[src/rtl/sipx_pkg.sv]
// types, character codes and defaults shared by the uri host and port extractor
`timescale 1ns / 1ps

package sipx_pkg;

    // default longest uri, in characters
    localparam int MAX_URI_LEN_DEF = 1024;

    // widest legal port value
    localparam logic [15:0] PORT_MAX = 16'hFFFF;

    // delimiter, blank and digit codes
    localparam logic [7:0] CH_AT    = 8'h40;  // '@'
    localparam logic [7:0] CH_SEMI  = 8'h3B;  // ';'
    localparam logic [7:0] CH_GT    = 8'h3E;  // '>'
    localparam logic [7:0] CH_COLON = 8'h3A;  // ':'
    localparam logic [7:0] CH_SPACE = 8'h20;
    localparam logic [7:0] CH_TAB   = 8'h09;
    localparam logic [7:0] CH_ZERO  = 8'h30;
    localparam logic [7:0] CH_NINE  = 8'h39;

    // scan states
    typedef enum logic [1:0] {
        SCAN_NONE = 2'd0,
        SCAN_USER = 2'd1,
        SCAN_HOST = 2'd2,
        SCAN_PORT = 2'd3
    } t_scan;

    // one input character
    typedef struct packed {
        logic [7:0] char_in;
        logic       last_char;
    } t_in_req;

    // one extraction result
    typedef struct packed {
        logic [9:0]  host_offset;
        logic [10:0] host_length;
        logic [15:0] port_number;
        logic        parse_error;
    } t_out_req;

endpackage

[src/rtl/sipx_in_reg.sv]
// input register holding one character request for the scan stage
`timescale 1ns / 1ps

module sipx_in_reg
    import sipx_pkg::*;
(
    input  logic    i_clk,
    input  logic    i_rst_n,
    input  logic    i_in_valid,
    input  t_in_req i_in_req,
    output logic    o_in_stall,
    input  logic    i_step,
    output logic    o_valid,
    output t_in_req o_req
);

    logic    r_valid;
    t_in_req r_req;
    logic    w_load;

    // hold off the sender only while the held request cannot move on
    assign o_in_stall = r_valid && !i_step;
    assign w_load     = i_in_valid && !o_in_stall;

    // valid flag
    always_ff @(posedge i_clk) begin
        if (!i_rst_n) begin
            r_valid <= 1'b0;
        end else if (w_load) begin
            r_valid <= 1'b1;
        end else if (i_step) begin
            r_valid <= 1'b0;
        end
    end

    // payload
    always_ff @(posedge i_clk) begin
        if (w_load) begin
            r_req <= i_in_req;
        end
    end

    assign o_valid = r_valid;
    assign o_req   = r_req;

endmodule

[src/rtl/sipx_scan.sv]
// scan state machine: delimiter tracking, host trimming and port accumulation
`timescale 1ns / 1ps

module sipx_scan
    import sipx_pkg::*;
#(
    parameter int MAX_URI_LEN = MAX_URI_LEN_DEF
) (
    input  logic     i_clk,
    input  logic     i_rst_n,
    input  logic     i_step,
    input  t_in_req  i_req,
    output t_out_req o_res
);

    localparam int CNT_W = $clog2(MAX_URI_LEN + 1);
    localparam int POS_W = $clog2(MAX_URI_LEN);
    localparam logic [CNT_W-1:0] MAX_POS = CNT_W'(MAX_URI_LEN);

    t_scan            r_state, n_state;
    logic [CNT_W-1:0] r_pos, n_pos;
    logic [POS_W-1:0] r_first, n_first;
    logic [POS_W-1:0] r_last, n_last;
    logic             r_seen, n_seen;
    logic [POS_W-1:0] r_hstart, n_hstart;
    logic [CNT_W-1:0] r_hlen, n_hlen;
    logic [15:0]      r_port, n_port;
    logic             r_fin, n_fin;
    logic             r_err, n_err;

    logic [7:0]       w_c;
    logic             w_delim;
    logic             w_closer;
    logic             w_blank;
    logic             w_digit;
    logic [7:0]       w_dval;
    logic [19:0]      w_pnext;
    logic [POS_W-1:0] w_cur;
    logic [CNT_W-1:0] w_seglen;
    logic [CNT_W-1:0] w_nseglen;
    logic [POS_W-1:0] w_fstart;
    logic [CNT_W-1:0] w_flen;
    logic [31:0]      w_off32;
    logic [31:0]      w_len32;

    // character classes
    assign w_c      = i_req.char_in;
    assign w_closer = (w_c == CH_SEMI) || (w_c == CH_GT);
    assign w_delim  = w_closer || (w_c == CH_AT) || (w_c == CH_COLON);
    assign w_blank  = (w_c == CH_SPACE) || (w_c == CH_TAB);
    assign w_digit  = (w_c >= CH_ZERO) && (w_c <= CH_NINE);
    assign w_dval   = w_c - CH_ZERO;
    assign w_pnext  = {4'b0, r_port} * 20'd10 + 20'(w_dval[3:0]);
    assign w_cur    = r_pos[POS_W-1:0];

    // trimmed length of the open segment, before and after this character
    assign w_seglen  = CNT_W'(r_last) - CNT_W'(r_first) + CNT_W'(1);
    assign w_nseglen = CNT_W'(n_last) - CNT_W'(n_first) + CNT_W'(1);

    // next state and captured fields for one character
    always_comb begin
        n_state  = r_state;
        n_pos    = r_pos;
        n_first  = r_first;
        n_last   = r_last;
        n_seen   = r_seen;
        n_hstart = r_hstart;
        n_hlen   = r_hlen;
        n_port   = r_port;
        n_fin    = r_fin;
        n_err    = r_err;
        if (!r_fin && !r_err) begin
            if (r_pos >= MAX_POS) begin
                n_err = 1'b1;
            end else if (w_delim) begin
                case (r_state)
                    SCAN_NONE: begin
                        if (w_c == CH_COLON) begin
                            n_state = SCAN_USER;
                            n_seen  = 1'b0;
                            n_first = '0;
                            n_last  = '0;
                        end else begin
                            n_err = 1'b1;
                        end
                    end
                    SCAN_USER: begin
                        if (w_c == CH_AT) begin
                            n_state = SCAN_HOST;
                            n_seen  = 1'b0;
                            n_first = '0;
                            n_last  = '0;
                        end else begin
                            n_hstart = r_seen ? r_first : '0;
                            n_hlen   = r_seen ? w_seglen : '0;
                            if (w_c == CH_COLON) begin
                                n_state = SCAN_PORT;
                            end else begin
                                n_fin = 1'b1;
                            end
                        end
                    end
                    SCAN_HOST: begin
                        if (w_c == CH_AT) begin
                            n_err = 1'b1;
                        end else begin
                            n_hstart = r_seen ? r_first : '0;
                            n_hlen   = r_seen ? w_seglen : '0;
                            if (w_c == CH_COLON) begin
                                n_state = SCAN_PORT;
                            end else begin
                                n_fin = 1'b1;
                            end
                        end
                    end
                    default: begin
                        if (w_closer) begin
                            n_fin = 1'b1;
                        end else begin
                            n_err = 1'b1;
                        end
                    end
                endcase
            end else if (r_state == SCAN_USER || r_state == SCAN_HOST) begin
                if (!w_blank) begin
                    if (!r_seen) begin
                        n_first = w_cur;
                        n_seen  = 1'b1;
                    end
                    n_last = w_cur;
                end
            end else if (r_state == SCAN_PORT && w_digit) begin
                if (w_pnext > 20'(PORT_MAX)) begin
                    n_port = PORT_MAX;
                    n_err  = 1'b1;
                end else begin
                    n_port = w_pnext[15:0];
                end
            end
        end
        if (r_pos < MAX_POS) begin
            n_pos = r_pos + CNT_W'(1);
        end
    end

    // host seen at the end of an unclosed user or host segment
    always_comb begin
        w_fstart = n_hstart;
        w_flen   = n_hlen;
        if (!n_fin && !n_err && (n_state == SCAN_USER || n_state == SCAN_HOST)) begin
            w_fstart = n_seen ? n_first : '0;
            w_flen   = n_seen ? w_nseglen : '0;
        end
    end

    // result fields, valid on the last character
    assign w_off32 = 32'(w_fstart);
    assign w_len32 = 32'(w_flen);
    always_comb begin
        o_res.host_offset = (w_flen != '0) ? w_off32[9:0] : 10'd0;
        o_res.host_length = w_len32[10:0];
        o_res.port_number = n_port;
        o_res.parse_error = n_err;
    end

    // state registers, back to the start after the last character
    always_ff @(posedge i_clk) begin
        if (!i_rst_n || (i_step && i_req.last_char)) begin
            r_state  <= SCAN_NONE;
            r_pos    <= '0;
            r_first  <= '0;
            r_last   <= '0;
            r_seen   <= 1'b0;
            r_hstart <= '0;
            r_hlen   <= '0;
            r_port   <= '0;
            r_fin    <= 1'b0;
            r_err    <= 1'b0;
        end else if (i_step) begin
            r_state  <= n_state;
            r_pos    <= n_pos;
            r_first  <= n_first;
            r_last   <= n_last;
            r_seen   <= n_seen;
            r_hstart <= n_hstart;
            r_hlen   <= n_hlen;
            r_port   <= n_port;
            r_fin    <= n_fin;
            r_err    <= n_err;
        end
    end

endmodule

[src/rtl/sipx_out_reg.sv]
// result register feeding the output channel
`timescale 1ns / 1ps

module sipx_out_reg
    import sipx_pkg::*;
(
    input  logic     i_clk,
    input  logic     i_rst_n,
    input  logic     i_load,
    input  t_out_req i_res,
    output logic     o_free,
    output logic     o_out_valid,
    input  logic     i_out_stall,
    output t_out_req o_out_req
);

    logic     r_valid;
    t_out_req r_res;

    // room when empty or being taken this cycle
    assign o_free = !r_valid || !i_out_stall;

    // valid flag
    always_ff @(posedge i_clk) begin
        if (!i_rst_n) begin
            r_valid <= 1'b0;
        end else if (i_load) begin
            r_valid <= 1'b1;
        end else if (!i_out_stall) begin
            r_valid <= 1'b0;
        end
    end

    // payload
    always_ff @(posedge i_clk) begin
        if (i_load) begin
            r_res <= i_res;
        end
    end

    assign o_out_valid = r_valid;
    assign o_out_req   = r_res;

endmodule

[src/rtl/sip_uri_host_port_extractor_top.sv]
// Top level of the SIP URI host and port extractor.
// The last character passes from the input register through the scan logic
// into the result register, which drives the output channel.
// Throughput: one character per cycle; the input stalls only while a
// finished result waits in the result register and the next held character
// is a last character. Synchronous active-low reset empties both registers.
`timescale 1ns / 1ps

module sip_uri_host_port_extractor_top
    import sipx_pkg::*;
#(
    parameter int MAX_URI_LEN = MAX_URI_LEN_DEF
) (
    input  logic     i_clk,
    input  logic     i_rst_n,
    input  logic     i_in_valid,
    input  t_in_req  i_in_req,
    output logic     o_in_stall,
    output logic     o_out_valid,
    input  logic     i_out_stall,
    output t_out_req o_out_req
);

    logic     w_held_valid;
    t_in_req  w_held_req;
    logic     w_out_free;
    logic     w_step;
    t_out_req w_res;

    // a held character moves on unless its result has nowhere to go
    assign w_step = w_held_valid && (!w_held_req.last_char || w_out_free);

    sipx_in_reg u_in_reg (
        .i_clk      (i_clk),
        .i_rst_n    (i_rst_n),
        .i_in_valid (i_in_valid),
        .i_in_req   (i_in_req),
        .o_in_stall (o_in_stall),
        .i_step     (w_step),
        .o_valid    (w_held_valid),
        .o_req      (w_held_req)
    );

    sipx_scan #(
        .MAX_URI_LEN (MAX_URI_LEN)
    ) u_scan (
        .i_clk   (i_clk),
        .i_rst_n (i_rst_n),
        .i_step  (w_step),
        .i_req   (w_held_req),
        .o_res   (w_res)
    );

    sipx_out_reg u_out_reg (
        .i_clk       (i_clk),
        .i_rst_n     (i_rst_n),
        .i_load      (w_step && w_held_req.last_char),
        .i_res       (w_res),
        .o_free      (w_out_free),
        .o_out_valid (o_out_valid),
        .i_out_stall (i_out_stall),
        .o_out_req   (o_out_req)
    );

endmodule

[config.mk]
export PLATFORM = sky130hd
export DESIGN_NAME = sip_uri_host_port_extractor_top
export DESIGN_NICKNAME = d
export VERILOG_FILES = /design/src/rtl/sipx_pkg.sv /design/src/rtl/sipx_in_reg.sv /design/src/rtl/sipx_scan.sv /design/src/rtl/sipx_out_reg.sv /design/src/rtl/sip_uri_host_port_extractor_top.sv
export SDC_FILE = /design/constraint.sdc
export NUM_CORES = 1
export LEC_CHECK = 0
export ABC_AREA = 1
export BUFFER_PORTS_ARGS = -buffer_cell sky130_fd_sc_hd__buf_2
export CAP_MARGIN = 20
export CORE_ASPECT_RATIO = 0.6
export CORE_MARGIN = 2
export CORE_UTILIZATION = 48
export CTS_BUF_LIST = sky130_fd_sc_hd__clkbuf_16
export CTS_CLUSTER_DIAMETER = 120
export DETAILED_ROUTE_END_ITERATION = 7
export PLACE_DENSITY = 0.67
export SLEW_MARGIN = 0
export SYNTH_ARGS = -nofsm -noshare
export SYNTH_HDL_FRONTEND = slang
export SYNTH_HIERARCHICAL = 1
export SYNTH_SLANG_ARGS = --single-unit
[constraint.sdc]
create_clock -name i_clk -period 8.07 [get_ports i_clk]
set_clock_uncertainty 0.05 [all_clocks]
set_input_delay 0.4035 -clock i_clk [delete_from_list [all_inputs] [get_ports i_clk]]
set_output_delay 0.4035 -clock i_clk [all_outputs]
set_load 0.005 [all_outputs]
== Word level (Yosys, flattened, before mapping) ==
Index checks and enable logic that the tools add are counted.

* Register bits after elaboration: 122
* Bits of input ports: 13
* Output and inout port bits: 40
* Word-level logic and storage cells: 152

* Add/subtract/negate cells: 7
* Multiply operators: 1
* Magnitude comparators: 5
* Equal/unequal tests: 12
* Mux-type cells: 76
* Reduce and logical (&&, ||, !) cells: 33

{| class="wikitable"
|+ Operators by type and width
! kind !! number
|-
| $mux 10 || 23
|-
| $mux 16 || 6
|-
| $mux 11 || 8
|-
| $pmux 10 s2 || 2
|-
| $add 11x1->11 const B || 3
|-
| $eq 8x6->1 const B || 4
|-
| $mux 1 || 26
|-
| $sub 10x10->11 || 2
|-
| $add 20x4->20 || 1
|-
| $gt 20x16->1 const B || 1
|-
| $mul 16x3->19 const B || 1
|-
| $mux 2 || 7
|-
| $ge 11x11->1 const B || 1
|-
| $lt 11x11->1 const B || 1
|-
| $reduce_bool 11->1 || 1
|-
| $logic_not 1->1 || 10
|-
| $logic_and 1x1->1 || 9
|-
| $logic_or 1x1->1 || 9
|-
| $eq 8x4->1 const B || 1
|-
| $eq 8x7->1 const B || 1
|-
| $ge 8x6->1 const B || 1
|-
| $le 8x6->1 const B || 1
|-
| $eq 2x2->1 const B || 3
|-
| $pmux 2 s3 || 1
|-
| other kinds (9) || 11
|}

== Depth between registers and ports, before layout ==
* Word-level depth: 14
* Mapped depth: 37
* Depth with buffers taken out: 37

== Cells and area by module ==
Netlist, hierarchy kept.

{| class="wikitable"
|+ By module, submodules not included
! module !! instances !! cells an instance !! area each (um^2) !! sequential area each (um^2)
|-
| sipx_scan || 1 || 1159 || 7239.4 || 1461.4
|-
| sipx_out_reg || 1 || 43 || 1183.6 || 1161.1
|-
| sipx_in_reg || 1 || 17 || 320.3 || 290.3
|-
| sip_uri_host_port_extractor_top || 1 || 5 || 25.0 || 0.0
|}

== Worst setup path after synthesis ==
No wires, ideal clock.

* Path type: flip-flop to flip-flop
* From: register u_in_reg.r_req (netlist bit u_in_reg/o_req[6])
* To: register u_out_reg.r_res (netlist bit u_out_reg/o_out_req[28]) (data pin)
* Setup time: 249 ps
* Arrival time: 4354 ps
* Data required time: 7771 ps
* Setup slack: 3416 ps
* Cell stages (with the launch flop): 38
* Buffers on the path: 1
* Period minus slack after synthesis: 4654 ps
* Cells stage by stage: edfxtp_1 nand2_1 inv_1 nand2_1 inv_1 nand4_1 nand2_1 nor2_1 inv_1 nor2_1 inv_1 nor2_1 buf_2 o21ai_0 o21ai_0 ha_1 inv_1 ha_1 [2 not listed] nand2_1 a21oi_1 or2_2 nand2_1 a21oi_1 or2_2 nand2_1 nand2_1 nand2_1 a21oi_1 o21ai_0 nand4_1 nand2_2 nand2_1 nor2_2 nand3_4 nand2_1 inv_1

* Elaborated cells on any way between the ends: 86
* Those cells by class: add/sub (2); order compare (2); eq/ne (8); mux (62); reduce/logical (12)

{| class="wikitable"
|+ RTL lines
! item !! line !! RTL
|-
| start, declared || sipx_in_reg.sv:18 || <nowiki>t_in_req r_req;</nowiki>
|-
| start signal, assigned || sipx_in_reg.sv:39 || <nowiki>r_req <= i_in_req;</nowiki>
|-
| $eq 8x6->1, or another cell as far along || sipx_scan.sv:50 || <nowiki>assign w_blank = (w_c == CH_SPACE) || (w_c == CH_TAB);</nowiki>
|-
| $logic_or 1x1->1, on equally long branches || sipx_scan.sv:50, sipx_scan.sv:48 ||
|-
| $mux 10 / $logic_or 1x1->1 (equally long branches) || sipx_scan.sv:125, sipx_scan.sv:49 ||
|-
| $mux 10 / $logic_or 1x1->1 (equally long branches) || sipx_scan.sv:124, sipx_scan.sv:49 ||
|-
| $mux 10 * || sipx_scan.sv:75 || <nowiki>end else if (w_delim) begin</nowiki>
|-
| $mux 10 * || sipx_scan.sv:73 || <nowiki>if (r_pos >= MAX_POS) begin</nowiki>
|-
| $mux 10 * || sipx_scan.sv:72 || <nowiki>if (!r_fin && !r_err) begin</nowiki>
|-
| net u_scan.n_first[1] || sipx_scan.sv:22 || <nowiki>logic [POS_W-1:0] r_first, n_first;</nowiki>
|-
| $sub 10x10->11 * || sipx_scan.sv:58 || <nowiki>assign w_nseglen = CNT_W'(n_last) - CNT_W'(n_first) + CNT_W'(1);</nowiki>
|-
| $add 11x1->11 * || sipx_scan.sv:58 ||
|-
| $mux 11 * || sipx_scan.sv:152 || <nowiki>w_flen = n_seen ? w_nseglen : '0;</nowiki>
|-
| $mux 11 * || sipx_scan.sv:150 || <nowiki>if (!n_fin && !n_err && (n_state == SCAN_USER || n_state == SCAN_HOST)) begin</nowiki>
|-
| $reduce_bool 11->1 * || sipx_scan.sv:160 || <nowiki>o_res.host_offset = (w_flen != '0) ? w_off32[9:0] : 10'd0;</nowiki>
|-
| end signal, assigned || sipx_out_reg.sv:37 || <nowiki>r_res <= i_res;</nowiki>
|-
| end, declared || sipx_out_reg.sv:18 || <nowiki>t_out_req r_res;</nowiki>
|}

Mark *: on every way through the listed nets, which the timed path passes. The rest lies on a longest branch.
A chain may end at the register's enable or synchronous reset.

== Final worst setup path ==
* From: register u_in_reg.r_req (netlist bit u_in_reg/o_req[3])
* To: register u_out_reg.r_res (netlist bit u_out_reg/o_out_req[34]) (data pin)

Same word-level chain as after synthesis.

==> results.ini <==
[synth]
synth-seq-cells = 122
synth_cell_type_count = 51
synth-main-ff-cell = dfxtp_1
yosysWarningCount = 6
synthArstFlopShare_pct = 0
synth_nets = 1317
yosysSeqAreaShare_pct = 33.2
syn_inst = 1224
syn_area_um2 = 8770
synth_edf_count = 47
avgSynthCellArea_um2 = 7.16

[worst_setup_path]
critPathMostFrequentCell = nand2_1
r2r_start = u_in_reg/o_req[3]
path_max_fanout = 18
cp.arrival_ps = 5920
slowest_delay_ps = 710
required_ps = 8200
cp-start-kind = register
worstSetupStartpoint = u_in_reg/o_req[3]
critPathSlowestCell = nor2_1
critPathKind = reg -> reg
crit_path_end_kind = register

[final_layout]
final_cell_mix = 239 x nand2_1, 236 x inv_1, 106 x a21oi_1, 106 x o21ai_0, 76 x ha_1
layout_commonest_cell = nand2_1
final_nets = 1360
drive_gt1_share_pct = 12.8
fill_cells = 1738
syn2layout_area_growth_pct = 12.0
antenna_cells = 0

[timing]
rsz0062_at_grt = no
slew_headroom_pct = 37.1
min_period_ps = 5790
timing.hold.ws_ps = 99.3
fmax_ghz = 0.173
finalHoldViolCount = 0
maxSlewViolCount = 0
finalWorstSetupSlack_ps = 2280
tightest_slew_ps = 941
layout_worst_path_cycle_share_pct = 71.8
setup_viol = 0
tns_ps = 0

[clocking]
root_buffer = clkbuf_16
htreeDepth = 4
clk_latency_ps = 430
cts_tree = built
clock_sinks = 122
holdBufCountCts = 0
clkTransAtPathRegs_ps = 50
cts_buffers = 17
cts_resized = 0
clock_path_buffers = 2
cts_setup_buffers = 0

[placement]
port_buffers = 52
globalplace.congestion = 0.886
dpl_worst_slack_ps = 2420
dp_hpwl_um = 17500

[floorplanning]
fp.dieH_um = 109
die_x_um = 178
rows = 38
num_io_pins = 53
initial_core_util_pct = 48.8
die_area_um2 = 19400
fp.coreArea_um2 = 18000

[drt]
antenna_left = 0
drtIter0Drc = 786
drcViolationCount = 0
via_per_inst = 5.31
drt_wl_total_um = 23400
drt_pass1_iterations = 6
wl_per_cell_um = 15.4
dr_total_vias = 8077

[grt]
grt_pass1_wl_um = 37300
grt_pass1_vias = 7078
grt_antenna_before_repair = 0
grtUsageTotal_pct = 25.1
grt_max_degree = 68
grt-ovfl-total = 0

[power]
powerDensity_nw_per_um2 = 212
static-leakage-power_nw = 4.97
worst_ir_drop_vdd_mv = 0.138

[flow_run]
max_cap_viol_count = 0

[worst_hold_path]
hp-class = in -> reg
hp-start = i_in_req[7]

[outcome]
outcome = completed

## worst max-delay path: cells and delay by family, from the launching register on
kind	cells	cell delay (ps)
and+or+nand+nor	21	2850
buffers and inverters	5	390
DFF	1	430
adders and majority gates	3	920
AOI/OAI and AO/OA	6	870
## layer usage
layer	track usage [%]	part of all wire [%]	wire (um)
met5	0	0	0
met4	6.10	0.89	208
met3	6.31	9.7	2280
met2	31.9	36	8380
met1	40.8	54	12500
## layout make-up
type | count | area (um2) | share of cell area (%)
clock buffer | 20 | 500 | 5.10
clock inverter | 12 | 100 | 1.02
inverter | 249 | 935 | 9.52
multi-input combinational | 817 | 4750 | 48.4
sequential | 122 | 2910 | 29.7
tap | 240 | 300 | 3.06
timing repair buffer | 60 | 320 | 3.26
## final timing paths
path / end / slack, ps / depth (start not counted)
worst max-delay path: u_out_reg/o_out_req[34] / 2280 / 35
worst min-delay path: u_in_reg/o_req[7] / 100 / 1
worst max register to register: u_out_reg/o_out_req[34] / 2280 / 35
worst min register to register: u_scan/r_hlen[8] / 440 / 2
## cells in the mapped netlist (3+ instances only)
cell type / instances / area [um2]
buf_6: 3 / 33.8
edfxtp_1: 47 / 1410
o31ai_1: 9 / 67.6
a21oi_1: 106 / 531
a22oi_1: 15 / 113
dfxtp_1: 75 / 1500
nor2_4: 8 / 90.1
nand2_2: 20 / 125
buf_2: 5 / 25.0
nand3_2: 3 / 30.0
or2_2: 14 / 87.6
nand4_1: 25 / 156
inv_1: 234 / 878
o21bai_1: 3 / 22.5
ha_1: 76 / 951
clkbuf_1: 24 / 90.1
o22ai_1: 16 / 100
inv_2: 14 / 52.6
nor2_2: 9 / 56.3
fa_1: 4 / 80.1
nand3_1: 56 / 280
nor3_1: 6 / 30.0
o211ai_1: 10 / 75.1
nor2_1: 58 / 218
nand2_1: 239 / 897
xor2_1: 5 / 43.8
o21ai_0: 106 / 531
## cells by family (layout without fill, tap and decap cells)
kind of cell / count (synthesis) / count (layout) / synth area share [%]
simple gates: 450 / 450 / 23.8
buf+inv: 285 / 341 / 12.7
compound gates: 279 / 279 / 17.7
flops: 122 / 122 / 33.2
fa+ha+maj: 80 / 80 / 11.8
xor+xnor: 8 / 8 / 0.885
## stage by stage
stage / instances / power [W] / utilization, % / area [um2]
floorplan: 1224 / 0.00116 / - / 8770
global placement: 1487 / 0.00129 / 51.2 / 9210
detailed placement: 1487 / 0.00130 / 51.2 / 9210
CTS: 1519 / 0.00208 / 54.6 / 9810
global route: 1520 / 0.00221 / 54.6 / 9820
finish: 1520 / 0.00208 / 54.6 / 9820
## registers in the layout (all words and copies together) (netlist names)
signal and cells:
u_in_reg/o_req 9, u_in_reg/o_valid 1, u_out_reg/o_out_req 38, u_out_reg/o_out_valid 1, u_scan/r_err 1, u_scan/r_fin 1, u_scan/r_first 10, u_scan/r_hlen 11
u_scan/r_hstart 10, u_scan/r_last 10, u_scan/r_port 16, u_scan/r_pos 11, u_scan/r_seen 1, u_scan/r_state 2
## where the power goes
group | total, W | internal, W | switching, W
sequential | 0.000708 | 0.000682 | 0.0000260
clock | 0.000777 | 0.000500 | 0.000278
combinational | 0.000597 | 0.000213 | 0.000384
No activity file was read; power rests on OpenSTA's default activity.
